`src/tlc_pkg.sv`:
```
`timescale 1ns / 1ps

package tlc_pkg;

  localparam int START_W  = 7;
  localparam int YELLOW_W = 4;
  localparam int BCD_W    = 8;
  localparam int CFG_ADDR_W = 3;

  localparam logic [START_W-1:0]  RED_ONE_RST   = 7'd15;
  localparam logic [START_W-1:0]  GREEN_ONE_RST = 7'd20;
  localparam logic [YELLOW_W-1:0] YELLOW_RST    = 4'd3;
  localparam logic [START_W-1:0]  GREEN_TWO_RST = 7'd12;
  localparam logic [START_W-1:0]  RED_TWO_RST   = 7'd23;

  localparam logic [START_W-1:0]  START_MAX  = 7'd99;
  localparam logic [YELLOW_W-1:0] YELLOW_MAX = 4'd9;
  localparam logic [YELLOW_W-1:0] MANUAL_START = 4'd3;

  typedef enum logic [CFG_ADDR_W-1:0] {
    CFG_RED_ONE   = 3'd0,
    CFG_GREEN_ONE = 3'd1,
    CFG_YELLOW    = 3'd2,
    CFG_GREEN_TWO = 3'd3,
    CFG_RED_TWO   = 3'd4
  } cfg_idx_t;

  typedef enum logic [1:0] {
    PH_RED    = 2'd0,
    PH_GREEN  = 2'd1,
    PH_YELLOW = 2'd2,
    PH_DONE   = 2'd3
  } phase_t;

  typedef enum logic {
    MAN_Y1R2 = 1'b0,
    MAN_R1Y2 = 1'b1
  } man_phase_t;

  typedef struct packed {
    logic auto_mode;
    logic manual_request;
  } in_item_t;

  typedef struct packed {
    logic             red_one;
    logic             yellow_one;
    logic             green_one;
    logic             red_two;
    logic             yellow_two;
    logic             green_two;
    logic [BCD_W-1:0] display_one;
    logic [BCD_W-1:0] display_two;
  } out_item_t;

  // Binary start value to two BCD digits, saturating at 99.
  function automatic logic [BCD_W-1:0] to_bcd(logic [START_W-1:0] v);
    logic [START_W-1:0] c;
    logic [3:0]         tens;
    logic [START_W-1:0] ones;
    c    = (v > START_MAX) ? START_MAX : v;
    tens = 4'd0;
    for (int i = 1; i < 10; i++) begin
      if (c >= START_W'(i * 10)) tens = tens + 4'd1;
    end
    ones = c - START_W'(tens) * 7'd10;
    return {tens, ones[3:0]};
  endfunction

  function automatic logic [BCD_W-1:0] bcd_dec(logic [BCD_W-1:0] c);
    if (c == '0) begin
      return '0;
    end else if (c[3:0] == 4'd0) begin
      return {c[7:4] - 4'd1, 4'd9};
    end else begin
      return c - 8'd1;
    end
  endfunction

endpackage

```
`src/tlc_if.sv`:
```
`timescale 1ns / 1ps

interface tlc_in_if;
  import tlc_pkg::*;
  logic     valid;
  logic     ready;
  in_item_t data;
  modport source (output valid, output data, input ready);
  modport sink   (input valid, input data, output ready);
endinterface

interface tlc_out_if;
  import tlc_pkg::*;
  logic      valid;
  logic      ready;
  out_item_t data;
  modport source (output valid, output data, input ready);
  modport sink   (input valid, input data, output ready);
endinterface

```
`src/two_way_traffic_light_bcd_countdown_unit.sv`:
```
`timescale 1ns / 1ps

// Two-way traffic light sequencer with BCD countdown displays.
// Each word on in_ch is one one-second tick carrying the auto/manual switch
// and the manual request. Every tick produces exactly one word on out_ch:
// six lamps and two 2-digit BCD displays (tens in the high nibble).
// Phase starts are written via cfg_we/cfg_addr/cfg_wdata; writes to an unused
// index are ignored. The user must write them only while the block is idle;
// the block does not enforce this. A tick accepted at a clock edge has its
// result valid in the output register right after that edge. Throughput is
// one tick per clock unless the receiver stalls; the whole next-state and
// lamp decode is one combinational stage in front of the result register.
// The output register doubles as the record of the last result, which the
// manual mode repeats when no request is present.
// When the receiver stalls, the result holds and in_ch.ready falls until the
// word is taken; ready is high again in the same cycle the word leaves.
// Synchronous reset restores the start values 15, 20, 3, 12 and 23, puts
// approach one in red and approach two in green, and clears the outputs.
module two_way_traffic_light_bcd_countdown_unit (
  input  logic                           clk,
  input  logic                           rst_n,
  tlc_in_if.sink                         in_ch,
  tlc_out_if.source                      out_ch,
  input  logic                           cfg_we,
  input  logic [tlc_pkg::CFG_ADDR_W-1:0] cfg_addr,
  input  logic [tlc_pkg::START_W-1:0]    cfg_wdata
);
  import tlc_pkg::*;

  logic [START_W-1:0]  red_one_r, green_one_r, green_two_r, red_two_r;
  logic [YELLOW_W-1:0] yellow_r;

  phase_t             phase_one_r, phase_one_nxt;
  phase_t             phase_two_r, phase_two_nxt;
  logic [BCD_W-1:0]   count_one_r, count_one_nxt;
  logic [BCD_W-1:0]   count_two_r, count_two_nxt;
  man_phase_t         man_phase_r, man_phase_nxt;
  logic [YELLOW_W-1:0] man_count_r, man_count_nxt;
  logic               man_started_r, man_started_nxt;

  logic      out_valid_r;
  out_item_t out_data_r, res_nxt;
  logic      in_acc;
  logic [BCD_W-1:0] yellow_bcd;
  man_phase_t          mp;
  logic [YELLOW_W-1:0] mc;

  assign in_ch.ready  = !out_valid_r || out_ch.ready;
  assign in_acc       = in_ch.valid && in_ch.ready;
  assign out_ch.valid = out_valid_r;
  assign out_ch.data  = out_data_r;

  assign yellow_bcd = {4'd0, (yellow_r > YELLOW_MAX) ? YELLOW_MAX : yellow_r};

  always_ff @(posedge clk) begin
    if (!rst_n) begin
      red_one_r   <= RED_ONE_RST;
      green_one_r <= GREEN_ONE_RST;
      yellow_r    <= YELLOW_RST;
      green_two_r <= GREEN_TWO_RST;
      red_two_r   <= RED_TWO_RST;
    end else if (cfg_we) begin
      unique case (cfg_addr)
        CFG_RED_ONE:   red_one_r   <= cfg_wdata;
        CFG_GREEN_ONE: green_one_r <= cfg_wdata;
        CFG_YELLOW:    yellow_r    <= cfg_wdata[YELLOW_W-1:0];
        CFG_GREEN_TWO: green_two_r <= cfg_wdata;
        CFG_RED_TWO:   red_two_r   <= cfg_wdata;
        default: ;
      endcase
    end
  end

  always_comb begin
    phase_one_nxt   = phase_one_r;
    phase_two_nxt   = phase_two_r;
    count_one_nxt   = count_one_r;
    count_two_nxt   = count_two_r;
    man_phase_nxt   = man_phase_r;
    man_count_nxt   = man_count_r;
    man_started_nxt = man_started_r;
    res_nxt         = '0;
    mp              = man_phase_r;
    mc              = man_count_r;

    if (phase_two_r == PH_DONE) begin
      // Blank tick: lamps stay, displays go to zero, the cycle restarts.
      res_nxt.red_one    = out_data_r.red_one;
      res_nxt.yellow_one = out_data_r.yellow_one;
      res_nxt.green_one  = out_data_r.green_one;
      res_nxt.red_two    = out_data_r.red_two;
      res_nxt.yellow_two = out_data_r.yellow_two;
      res_nxt.green_two  = out_data_r.green_two;
      man_started_nxt    = 1'b0;
      phase_one_nxt      = PH_RED;
      count_one_nxt      = to_bcd(red_one_r);
      if (green_two_r == '0) begin
        phase_two_nxt = PH_YELLOW;
        count_two_nxt = yellow_bcd;
      end else begin
        phase_two_nxt = PH_GREEN;
        count_two_nxt = to_bcd(green_two_r);
      end
    end else if (in_ch.data.auto_mode) begin
      man_started_nxt = 1'b0;
      unique case (phase_one_r)
        PH_RED: begin
          res_nxt.red_one     = 1'b1;
          res_nxt.display_one = count_one_r;
          if (count_one_r == '0) begin
            if (green_one_r == '0) begin
              phase_one_nxt = PH_YELLOW;
              count_one_nxt = yellow_bcd;
            end else begin
              phase_one_nxt = PH_GREEN;
              count_one_nxt = to_bcd(green_one_r);
            end
          end else begin
            count_one_nxt = bcd_dec(count_one_r);
          end
        end
        PH_GREEN: begin
          res_nxt.green_one   = 1'b1;
          res_nxt.display_one = count_one_r;
          if (count_one_r <= 8'd1) begin
            phase_one_nxt = PH_YELLOW;
            count_one_nxt = yellow_bcd;
          end else begin
            count_one_nxt = bcd_dec(count_one_r);
          end
        end
        PH_YELLOW: begin
          res_nxt.yellow_one  = 1'b1;
          res_nxt.display_one = count_one_r;
          if (count_one_r == '0) begin
            phase_one_nxt = PH_DONE;
          end else begin
            count_one_nxt = bcd_dec(count_one_r);
          end
        end
        default: ;
      endcase
      unique case (phase_two_r)
        PH_GREEN: begin
          res_nxt.green_two   = 1'b1;
          res_nxt.display_two = count_two_r;
          if (count_two_r <= 8'd1) begin
            phase_two_nxt = PH_YELLOW;
            count_two_nxt = yellow_bcd;
          end else begin
            count_two_nxt = bcd_dec(count_two_r);
          end
        end
        PH_YELLOW: begin
          res_nxt.yellow_two  = 1'b1;
          res_nxt.display_two = count_two_r;
          if (count_two_r == '0) begin
            if (red_two_r == '0) begin
              phase_two_nxt = PH_DONE;
              count_two_nxt = '0;
            end else begin
              phase_two_nxt = PH_RED;
              count_two_nxt = to_bcd(red_two_r);
            end
          end else begin
            count_two_nxt = bcd_dec(count_two_r);
          end
        end
        default: begin
          res_nxt.red_two     = 1'b1;
          res_nxt.display_two = count_two_r;
          if (count_two_r <= 8'd1) begin
            phase_two_nxt = PH_DONE;
            count_two_nxt = '0;
          end else begin
            count_two_nxt = bcd_dec(count_two_r);
          end
        end
      endcase
    end else begin
      // Manual mode; the first manual tick starts from a clean slate.
      man_started_nxt = 1'b1;
      if (!man_started_r) begin
        mp = MAN_Y1R2;
        mc = MANUAL_START;
      end
      if (in_ch.data.manual_request) begin
        if (mp == MAN_Y1R2) begin
          res_nxt.yellow_one = 1'b1;
          res_nxt.red_two    = 1'b1;
        end else begin
          res_nxt.red_one    = 1'b1;
          res_nxt.yellow_two = 1'b1;
        end
        res_nxt.display_one = {4'd0, mc};
        res_nxt.display_two = {4'd0, mc};
        if (mc == '0) begin
          man_phase_nxt = (mp == MAN_Y1R2) ? MAN_R1Y2 : MAN_Y1R2;
          man_count_nxt = MANUAL_START;
        end else begin
          man_phase_nxt = mp;
          man_count_nxt = mc - 4'd1;
        end
      end else begin
        man_phase_nxt = mp;
        man_count_nxt = mc;
        res_nxt       = man_started_r ? out_data_r : '0;
      end
    end
  end

  always_ff @(posedge clk) begin
    if (!rst_n) begin
      phase_one_r   <= PH_RED;
      phase_two_r   <= PH_GREEN;
      count_one_r   <= to_bcd(RED_ONE_RST);
      count_two_r   <= to_bcd(GREEN_TWO_RST);
      man_phase_r   <= MAN_Y1R2;
      man_count_r   <= MANUAL_START;
      man_started_r <= 1'b0;
      out_data_r    <= '0;
      out_valid_r   <= 1'b0;
    end else begin
      if (in_acc) begin
        phase_one_r   <= phase_one_nxt;
        phase_two_r   <= phase_two_nxt;
        count_one_r   <= count_one_nxt;
        count_two_r   <= count_two_nxt;
        man_phase_r   <= man_phase_nxt;
        man_count_r   <= man_count_nxt;
        man_started_r <= man_started_nxt;
        out_data_r    <= res_nxt;
        out_valid_r   <= 1'b1;
      end else if (out_ch.ready) begin
        out_valid_r <= 1'b0;
      end
    end
  end

  a_result_follows: assert property (@(posedge clk) disable iff (!rst_n)
    in_acc |=> out_valid_r)
    else $error("accepted tick produced no result");

  a_blank_tick: assert property (@(posedge clk) disable iff (!rst_n)
    in_acc && phase_two_r == PH_DONE |=>
      out_data_r.display_one == '0 && out_data_r.display_two == '0 &&
      phase_one_r == PH_RED)
    else $error("blank tick did not clear displays or restart the cycle");

  a_manual_entry_off: assert property (@(posedge clk) disable iff (!rst_n)
    in_acc && !in_ch.data.auto_mode && !in_ch.data.manual_request &&
    !man_started_r && phase_two_r != PH_DONE |=> out_data_r == '0)
    else $error("entering manual mode without request must show all off");

  a_one_lamp_each: assert property (@(posedge clk) disable iff (!rst_n)
    out_valid_r |->
      $onehot0({out_data_r.red_one, out_data_r.yellow_one, out_data_r.green_one}) &&
      $onehot0({out_data_r.red_two, out_data_r.yellow_two, out_data_r.green_two}))
    else $error("more than one lamp lit on an approach");

  a_approach_one_done: assert property (@(posedge clk) disable iff (!rst_n)
    in_acc && in_ch.data.auto_mode && phase_two_r != PH_DONE &&
    phase_one_r == PH_DONE |=>
      out_data_r.display_one == '0 && !out_data_r.red_one &&
      !out_data_r.yellow_one && !out_data_r.green_one)
    else $error("finished approach one must stay dark");

endmodule
```
`src/flat_wrapper.sv`:
```
// flat-port wrapper written by rule: the top's interface ports become plain ports
module two_way_traffic_light_bcd_countdown_unit_flat import tlc_pkg::*;
  (clk, rst_n, cfg_we, cfg_addr, cfg_wdata, in_ch_valid, in_ch_data, in_ch_ready, out_ch_valid, out_ch_data, out_ch_ready);
  tlc_in_if in_ch_i ();
  tlc_out_if out_ch_i ();
  input  logic clk;
  input  logic rst_n;
  input  logic cfg_we;
  input  logic [tlc_pkg::CFG_ADDR_W-1:0] cfg_addr;
  input  logic [tlc_pkg::START_W-1:0] cfg_wdata;
  input wire logic [$bits(in_ch_i.valid)-1:0] in_ch_valid;
  input wire logic [$bits(in_ch_i.data)-1:0] in_ch_data;
  output wire logic [$bits(in_ch_i.ready)-1:0] in_ch_ready;
  output wire logic [$bits(out_ch_i.valid)-1:0] out_ch_valid;
  output wire logic [$bits(out_ch_i.data)-1:0] out_ch_data;
  input wire logic [$bits(out_ch_i.ready)-1:0] out_ch_ready;
  assign in_ch_i.valid = in_ch_valid;
  assign in_ch_i.data = in_ch_data;
  assign in_ch_ready = in_ch_i.ready;
  assign out_ch_valid = out_ch_i.valid;
  assign out_ch_data = out_ch_i.data;
  assign out_ch_i.ready = out_ch_ready;
  two_way_traffic_light_bcd_countdown_unit u_core (.clk(clk), .rst_n(rst_n), .in_ch(in_ch_i), .out_ch(out_ch_i), .cfg_we(cfg_we), .cfg_addr(cfg_addr), .cfg_wdata(cfg_wdata));
endmodule
```
`config.mk`:
```
export PLATFORM = sky130hd
export DESIGN_NAME = two_way_traffic_light_bcd_countdown_unit_flat
export DESIGN_NICKNAME = d
export VERILOG_FILES = /design/src/tlc_pkg.sv /design/src/tlc_if.sv /design/src/two_way_traffic_light_bcd_countdown_unit.sv /design/src/flat_wrapper.sv
export SDC_FILE = /design/constraint.sdc
export NUM_CORES = 1
export LEC_CHECK = 0
export BUFFER_PORTS_ARGS = -buffer_cell sky130_fd_sc_hd__clkbuf_2
export CAP_MARGIN = 20
export CORE_MARGIN = 3
export CORE_UTILIZATION = 47
export CTS_CLUSTER_DIAMETER = 50
export CTS_CLUSTER_SIZE = 16
export DETAILED_ROUTE_END_ITERATION = 8
export GPL_TIMING_DRIVEN = 0
export HOLD_SLACK_MARGIN = 0.05
export PLACE_DENSITY = 0.65
export SYNTH_ARGS = -nofsm -noshare
export SYNTH_HDL_FRONTEND = slang
export SYNTH_SLANG_ARGS = --single-unit
```
`constraint.sdc`:
```
create_clock -name clk -period 7.2 [get_ports clk]
set_input_delay 1.08 -clock clk [delete_from_list [all_inputs] [get_ports clk]]
set_output_delay 1.08 -clock clk [all_outputs]
set_load 0.01 [all_outputs]
```
==> summary.txt, run 1 <==
Final layout
  • Layout cells sized above 1: 9.11%
  • Fin area: 8590 µm²
  • Area Overhead vs Synth: 10.5%
  • Finished Layout Cells: 1303
  • Layout Nets: 1150
  • ANT cells: 0

Critical path
  • Crit path kind: reg2reg
  • Crit path top cell by count: ha_1
  • Crit path DAT: 6.93 ns
  • RR Endpoint: u_core.count_two_r[3]
  • Worst r2r src: u_core.green_two_r[6]
  • Critical Path End Type: flip-flop
  • Register-to-Register Path Depth: 31
  • Reg2reg setup slack: 0.50 ns
  • CP max stage delay: 0.44 ns
  • CP Launch Type: flip-flop
  • Required @ worst endpoint: 7.43 ns
  • Max stage delay cell, worst path: fa_1
  • Crit Path Max Fanout: 9

Clock network
  • Clk Latency, worst-skew pair: 0.36 ns
  • Max H-tree Level: 3
  • Post-CTS setup buffer count: 0
  • CTS tree: done
  • Worst-path clk slew: 0.06 ns
  • Root buf cell: clkbuf_16
  • Hold_buf cts: 0
  • CTS Buf Count: 9
  • CTS max path bufs: 2
  • Clk sinks: 81
  • Post-cts repair resize count: 0

Logic synthesis
  • Synthesized area: 7770 µm²
  • Count of unique library cells instantiated by Yosys: 82
  • Seq/Total Area, Yosys: 20.9%
  • Largest family of logic cells by synthesized area: simple AND/OR/NAND/NOR gates
  • Main flop type after synthesis: dfxtp_1
  • Top-count cell post-synth: nand2_1
  • Number of synthesized register bits: 81
  • Synth top area share: 20.9%
  • Top post-synthesis cells by count: 135 x nand2_1, 94 x nor2_1, 81 x dfxtp_1
  • Simple-gate share of the synthesized area: 26.3%
  • EDFF count, synth: 0
  • Yosys warning count: 0
  • Post-Synth Adder-Cell Area: 8.43%
  • Cell taking the most area after synthesis: dfxtp_1
  • Syn_nets: 1099
  • Synth Area in Compound Gates: 23.4%
  • Post-synthesis cell count: 1032
  • Async SR Flop Fraction: 0%
  • Syn Area/Cell: 7.53 µm²
  • Post-Synth XOR/XNOR Area: 11.3%
  • Mux share of post-synthesis cell area: 4.17%
  • Synth area leaders: dfxtp_1 21%, ha_1 7.4%, nand2_1 6.5%

Pwr
  • Power density over the cells: 156 nW/µm²
  • Overall power: 0.00134 W
  • LEAKAGE: 3.47 nW
  • VDD IR max: 0.000192 V

Min path
  • Hold Path Cell Cnt: 2
  • Hold path endpoint: u_core.red_one_r[0]
  • Min-delay src: u_core.red_one_r[0]
  • Min-Delay Path Class: reg2reg

Detailed routing
  • Drt drc: 0
  • TritonRoute pass-1 iters: 5
  • Top sig layer: met4
  • Met3 wire len: 874 µm
  • Via count: 7475
  • WL met2: 9580 µm
  • DR WL/cell: 16.1 µm
  • Detailed-route wire length: 21000 µm
  • Initial drt markers: 555
  • Post-DRT Antenna Nets: 0
  • M1 wire length: 10300 µm
  • Via/cell ratio: 5.74

STA
  • Setup TNS: 0 ns
  • Minimum hold slack: 0.475 ns
  • Crit path time final: 6.70 ns
  • Slew @ Worst Pin: 1.07 ns
  • Max-slew violations: 0
  • Peak Freq: 149 MHz
  • Fin Clk Skew: 0.0101 ns
  • Final Hold Vio Count: 0
  • Crit share post-route: 93.0%
  • RSZ-0062 raised after global routing: false
  • Slew Limit Headroom: 28.0%
  • Final setup viols: 0

Die
  • Starting density of the core: 48.4%
  • Io pins: 41
  • Die width: 135 µm
  • Core area: 16100 µm²
  • Die Ht: 135 µm
  • Die ar.: 18100 µm²
  • Row cnt: 46

Global routing
  • GRT Util Overall: 23.3%
  • Vias in the first global route: 6898
  • Total gr overflow: 0
  • First-pass GRT wire length: 35000 µm
  • Largest net degree at the start of global routing: 13
  • Initial antenna violation count: 0

Placement
  • Post-DP HPWL: 16000 µm
  • Dpl cell area: 8250 µm²
  • Placer Congestion: 0.889
  • Placed instance count: 1287
  • Buffers on Ports: 38

Status
  • Outcome: finished, final reports clean

Job
  • Max_cap viols: 0
-- registers in the layout, indices dropped and copies added (netlist names) --
| register | flops |
|---|---|
| u_core.out_ch.data | 22 |
| u_core.count_one_r | 8 |
| u_core.count_two_r | 8 |
| u_core.green_one_r | 7 |
| u_core.green_two_r | 7 |
| u_core.red_one_r | 7 |
| u_core.red_two_r | 7 |
| u_core.man_count_r | 4 |
| u_core.yellow_r | 4 |
| u_core.phase_one_r | 2 |
| u_core.phase_two_r | 2 |
| u_core.man_phase_r | 1 |
| u_core.man_started_r | 1 |
| u_core.out_ch.valid | 1 |
-- layout make-up --
| class | count | area, µm² |
|---|---|---|
| clock buffer | 13 | 270 |
| fill | 1611 | 7470 |
| inverter | 47 | 176 |
| multi-input combinational | 841 | 5740 |
| clock inverter | 2 | 60.1 |
| timing repair buffer | 40 | 206 |
| tap | 216 | 270 |
| sequential | 81 | 1620 |
| buffer | 63 | 251 |
-- routing by layer --
layer | up-vias | global-route usage [%]
met5 | - | 0
met4 | 0 | 4.41
met3 | 15 | 3.28
met2 | 143 | 38.1
met1 | 3547 | 33.2
li1 | 3770 | -
-- where the power goes --
group	switching, W	internal, W
clock	0.000192	0.000331
sequential	0.0000148	0.000464
combinational	0.000192	0.000144
total	0.000399	0.000939
-- worst max-delay path by stage --
stage                                     start               endpoint  slack, ns
after floorplan           u_core.green_two_r[6]  u_core.count_two_r[3]       1.16
after global placement      u_core.red_two_r[2]  u_core.count_two_r[2]       0.39
after detailed placement    u_core.red_two_r[2]  u_core.count_two_r[2]       0.43
after CTS                   u_core.red_two_r[2]  u_core.count_two_r[2]       0.40
after global routing      u_core.green_one_r[2]  u_core.count_one_r[3]       0.01
final                     u_core.green_two_r[6]  u_core.count_two_r[3]       0.50
-- cells by family (layout without fill, tap and decap cells) --
group / Yosys count / count (layout)
AOI/OAI and AO/OA: 263 / 263
DFF: 81 / 81
adders and majority gates: 50 / 50
buffers and inverters: 110 / 165
xor gates and xnor gates: 80 / 80
muxes: 32 / 32
and+or+nand+nor: 416 / 416
-- critical path, delay by kind of cell, from the launching register on --
| kind | cells | cell delay [ns] |
|---|---|---|
| xor+xnor | 3 | 0.48 |
| compound gates | 6 | 1.02 |
| flops | 1 | 0.30 |
| fa+ha+maj | 8 | 2.46 |
| simple gates | 8 | 1.56 |
| mux | 2 | 0.35 |
| buf+inv | 4 | 0.42 |
-- placed cells by master (no fill, tap or decap), drive strengths merged, types with 11 or more instances in the layout --
cell type  instances
nand2b            20
and2              11
or2               20
inv               47
nand2            135
xor2              31
xnor2             38
a21oi             46
dfxtp             81
a21boi            25
nor3              19
mux2i             29
xnor3             11
clkbuf           102
buf               13
nor2              94
ha                46
a22oi             16
nor2b             36
o211ai            17
nand3             19
o21ai             57
-- metrics by stage --
stage                     setup WS, ns  utilization (%)
after floorplan                   1.16                -
after global placement           0.389             51.3
after detailed placement         0.430             51.3
after CTS                        0.396             53.4
after global routing            0.0139             53.5
final                            0.502             53.5
Note: power is estimated with default switching activity, not from simulation.
==> run 2: changes to the inputs <==
--- a/config.mk
+++ b/config.mk
@@ -9,5 +9,5 @@
 export CAP_MARGIN = 20
 export CORE_MARGIN = 3
-export CORE_UTILIZATION = 47
+export CORE_UTILIZATION = 35
 export CTS_CLUSTER_DIAMETER = 50
 export CTS_CLUSTER_SIZE = 16
@@ -15,5 +15,5 @@
 export GPL_TIMING_DRIVEN = 0
 export HOLD_SLACK_MARGIN = 0.05
-export PLACE_DENSITY = 0.65
+export PLACE_DENSITY = 0.52
 export SYNTH_ARGS = -nofsm -noshare
 export SYNTH_HDL_FRONTEND = slang
==> constraint.sdc (replaced) <==
create_clock -name clk -period 7.2 [get_ports clk]
set_input_delay 1.08 -clock clk [delete_from_list [all_inputs] [get_ports clk]]
set_output_delay 1.08 -clock clk [all_outputs]
set_load 0.05 [all_outputs]
==> summary.txt, run 2 (synthesized netlist as in run 1, its figures left out) <==
STA
  • Crit share post-route: 92.3% (-0.72 points)
  • RSZ-0062 raised after global routing: false
  • Setup TNS: 0 ns (unchanged)
  • Final Hold Vio Count: 0 (unchanged)
  • Slew @ Worst Pin: 1.04 ns (-0.0306 ns)
  • Fin Clk Skew: 0.00766 ns (-0.00240 ns)
  • Peak Freq: 150 MHz (+0.78%)
  • Slew Limit Headroom: 28.9% (+0.91 points)
  • Max-slew violations: 0 (unchanged)
  • Crit path time final: 6.65 ns (-0.0522 ns)
  • Final setup viols: 0 (unchanged)
  • Worst Slack Setup Final: 0.555 ns (+0.0522 ns)

Die
  • Die width: 155 µm (+15%)
  • Die ar.: 24000 µm² (+33%)
  • Io pins: 41 (unchanged)
  • Starting density of the core: 36.3% (-12 points)
  • Row cnt: 53 (+15%)
  • Die Ht: 155 µm (+15%)
  • Core area: 21400 µm² (+33%)

Detailed routing
  • Drt drc: 0 (unchanged)
  • Via count: 7387 (-1.2%)
  • Post-DRT Antenna Nets: 0 (unchanged)
  • Detailed-route wire length: 22400 µm (+6.6%)
  • DR WL/cell: 16.4 µm (+1.6%)
  • TritonRoute pass-1 iters: 5 (unchanged)
  • Via/cell ratio: 5.40 (-5.8%)
  • Initial drt markers: 470 (-15%)

Global routing
  • Largest net degree at the start of global routing: 16 (+3)
  • First-pass GRT wire length: 37300 µm (+6.7%)
  • Initial antenna violation count: 0 (unchanged)
  • Vias in the first global route: 7096 (+2.9%)
  • Total gr overflow: 0 (unchanged)
  • GRT Util Overall: 18.7% (-4.6 points)

Placement
  • Post-DP HPWL: 17100 µm (+7.0%)
  • Buffers on Ports: 38 (unchanged)
  • Placed instance count: 1346 (+4.6%)
  • Placer Congestion: 0.827 (-7.0%)
  • Post-place setup slack: 0.377 ns (-0.0530 ns)

Critical path
  • Required @ worst endpoint: 7.42 ns (about the same)
  • CP Launch Type: flip-flop
  • Crit path top cell by count: ha_1
  • Crit Path Max Fanout: 10 (+1)
  • Max stage delay cell, worst path: fa_1
  • Critical Path End Type: flip-flop
  • Register-to-Register Path Depth: 31 (unchanged)
  • Crit path kind: reg2reg
  • Crit path DAT: 6.87 ns (-0.06 ns)
  • Worst r2r src: u_core.green_two_r[3]
  • RR Endpoint: u_core.count_two_r[3]
  • CP max stage delay: 0.43 ns (about the same)
  • Reg2reg setup slack: 0.55 ns (+0.05 ns)

Final layout
  • Layout cells sized above 1: 9.71% (+0.60 points)
  • Commonest cells after routing, fill and taps aside: 135 x nand2_1, 94 x nor2_1, 81 x dfxtp_1
  • ANT cells: 0 (unchanged)
  • Most common cell after layout, fill and taps aside: nand2_1
  • Finished Layout Cells: 1367 (+4.9%)
  • Layout Nets: 1154 (+0.35%)
  • Area Overhead vs Synth: 11.6%
  • Max reg flops: 22 (unchanged)

Clock network
  • Clk sinks: 81 (unchanged)
  • CTS Buf Count: 9 (unchanged)
  • Worst-path clk slew: 0.07 ns (about the same)
  • CTS max path bufs: 2 (unchanged)
  • Max H-tree Level: 3 (unchanged)
  • Clk Latency, worst-skew pair: 0.35 ns (about the same)
  • Root buf cell: clkbuf_16
  • CTS tree: done

Min path
  • Hold Path Cell Cnt: 2 (unchanged)
  • Min-delay src: u_core.man_count_r[1]
  • Hold path endpoint: u_core.man_count_r[1]
  • Min-Delay Path Class: reg2reg

Pwr
  • LEAKAGE: 3.47 nW (+0.10%)
  • VDD IR max: 0.0000983 V (-49%)
  • Power density over the cells: 152 nW/µm² (-2.4%)

Job
  • Max_cap viols: 0 (unchanged)

Status
  • Outcome: finished, final reports clean
## run 2: cell count changes in the layout (fill, tap and decap cells not counted), sizes merged
cell      previous run  this run
clkinvlp             0         2
buf                 13        16
bufinv               2         1
clkinv               0         2
clkbuf             102        99
inv                 47        49
## run 2: repair_timing
action | in CTS | in global routing
resized for setup | 0 | 4
hold buffers | 0 | 0
endpoints found under the setup margin | 0 | 4
setup buffers | 0 | 3
## run 2: cell type report
cell class | instances | area (µm²)
multi-input cells | 841 | 5740
clock inverters | 7 | 78.8
plain buffers | 63 | 251
fillers | 2293 | 12700
flip-flops and latches | 81 | 1620
inverters | 47 | 176
repair buffers | 44 | 234
clock buffers | 9 | 225
well taps | 275 | 344
## run 2: worst max-delay path by stage
stage	startpoint	end	slack (ns)	depth (start not counted)
2_1_floorplan	u_core.green_two_r[6]	u_core.count_two_r[3]	1.16	31
3_3_place_gp	u_core.red_two_r[2]	u_core.count_two_r[2]	0.28	29
3_5_place_dp	u_core.green_two_r[6]	u_core.count_two_r[3]	0.38	31
4_1_cts	u_core.red_two_r[2]	u_core.count_two_r[2]	0.34	29
5_1_grt	u_core.green_two_r[6]	u_core.count_two_r[3]	0.02	31
6_report	u_core.green_two_r[3]	u_core.count_two_r[3]	0.55	31
## run 2: routing by layer
| layer | global-route usage [%] | share of wire, % | vias to the layer above | wire (µm) |
|---|---|---|---|---|
| met4 | 4.12 | 1.2 | 0 | 278 |
| li1 | - | - | 3786 | - |
| met2 | 30.2 | 45 | 110 | 10200 |
| met3 | 1.95 | 2.3 | 18 | 516 |
| met5 | 0 | 0 | - | 0 |
| met1 | 27.1 | 51 | 3473 | 11400 |
## run 2: worst max-delay path, delay by kind of cell (launching register included)
kind,cells,cell delay (ns)
AOI/OAI and AO/OA,8,1.57
buffers and inverters,4,0.42
muxes,2,0.35
and+or+nand+nor,6,1.00
adders and majority gates,8,2.34
DFF,1,0.33
xor gates and xnor gates,3,0.48
## run 2: where the power goes
part / total, W / internal (W) / leakage, nW / switching (W)
logic: 0.000359 / 0.000146 / 2.67 / 0.000213
clock network: 0.000480 / 0.000273 / 0.144 / 0.000208
registers: 0.000479 / 0.000464 / 0.660 / 0.0000148
total: 0.00132 / 0.000882 / 3.47 / 0.000435
## run 2: stage by stage
| step | power [W] | util, % | hold WS [ns] | cell area [µm²] |
|---|---|---|---|---|
| 5_1_grt | 0.00139 | 40.5 | 0.519 | 8670 |
| 3_5_place_dp | 0.000844 | 38.8 | 0.475 | 8320 |
| 4_1_cts | 0.00132 | 40.3 | 0.486 | 8620 |
| 2_1_floorplan | 0.000759 | - | 0.442 | 7770 |
| 3_3_place_gp | 0.000843 | 38.8 | 0.467 | 8310 |
| 6_report | 0.00132 | 40.5 | 0.482 | 8670 |
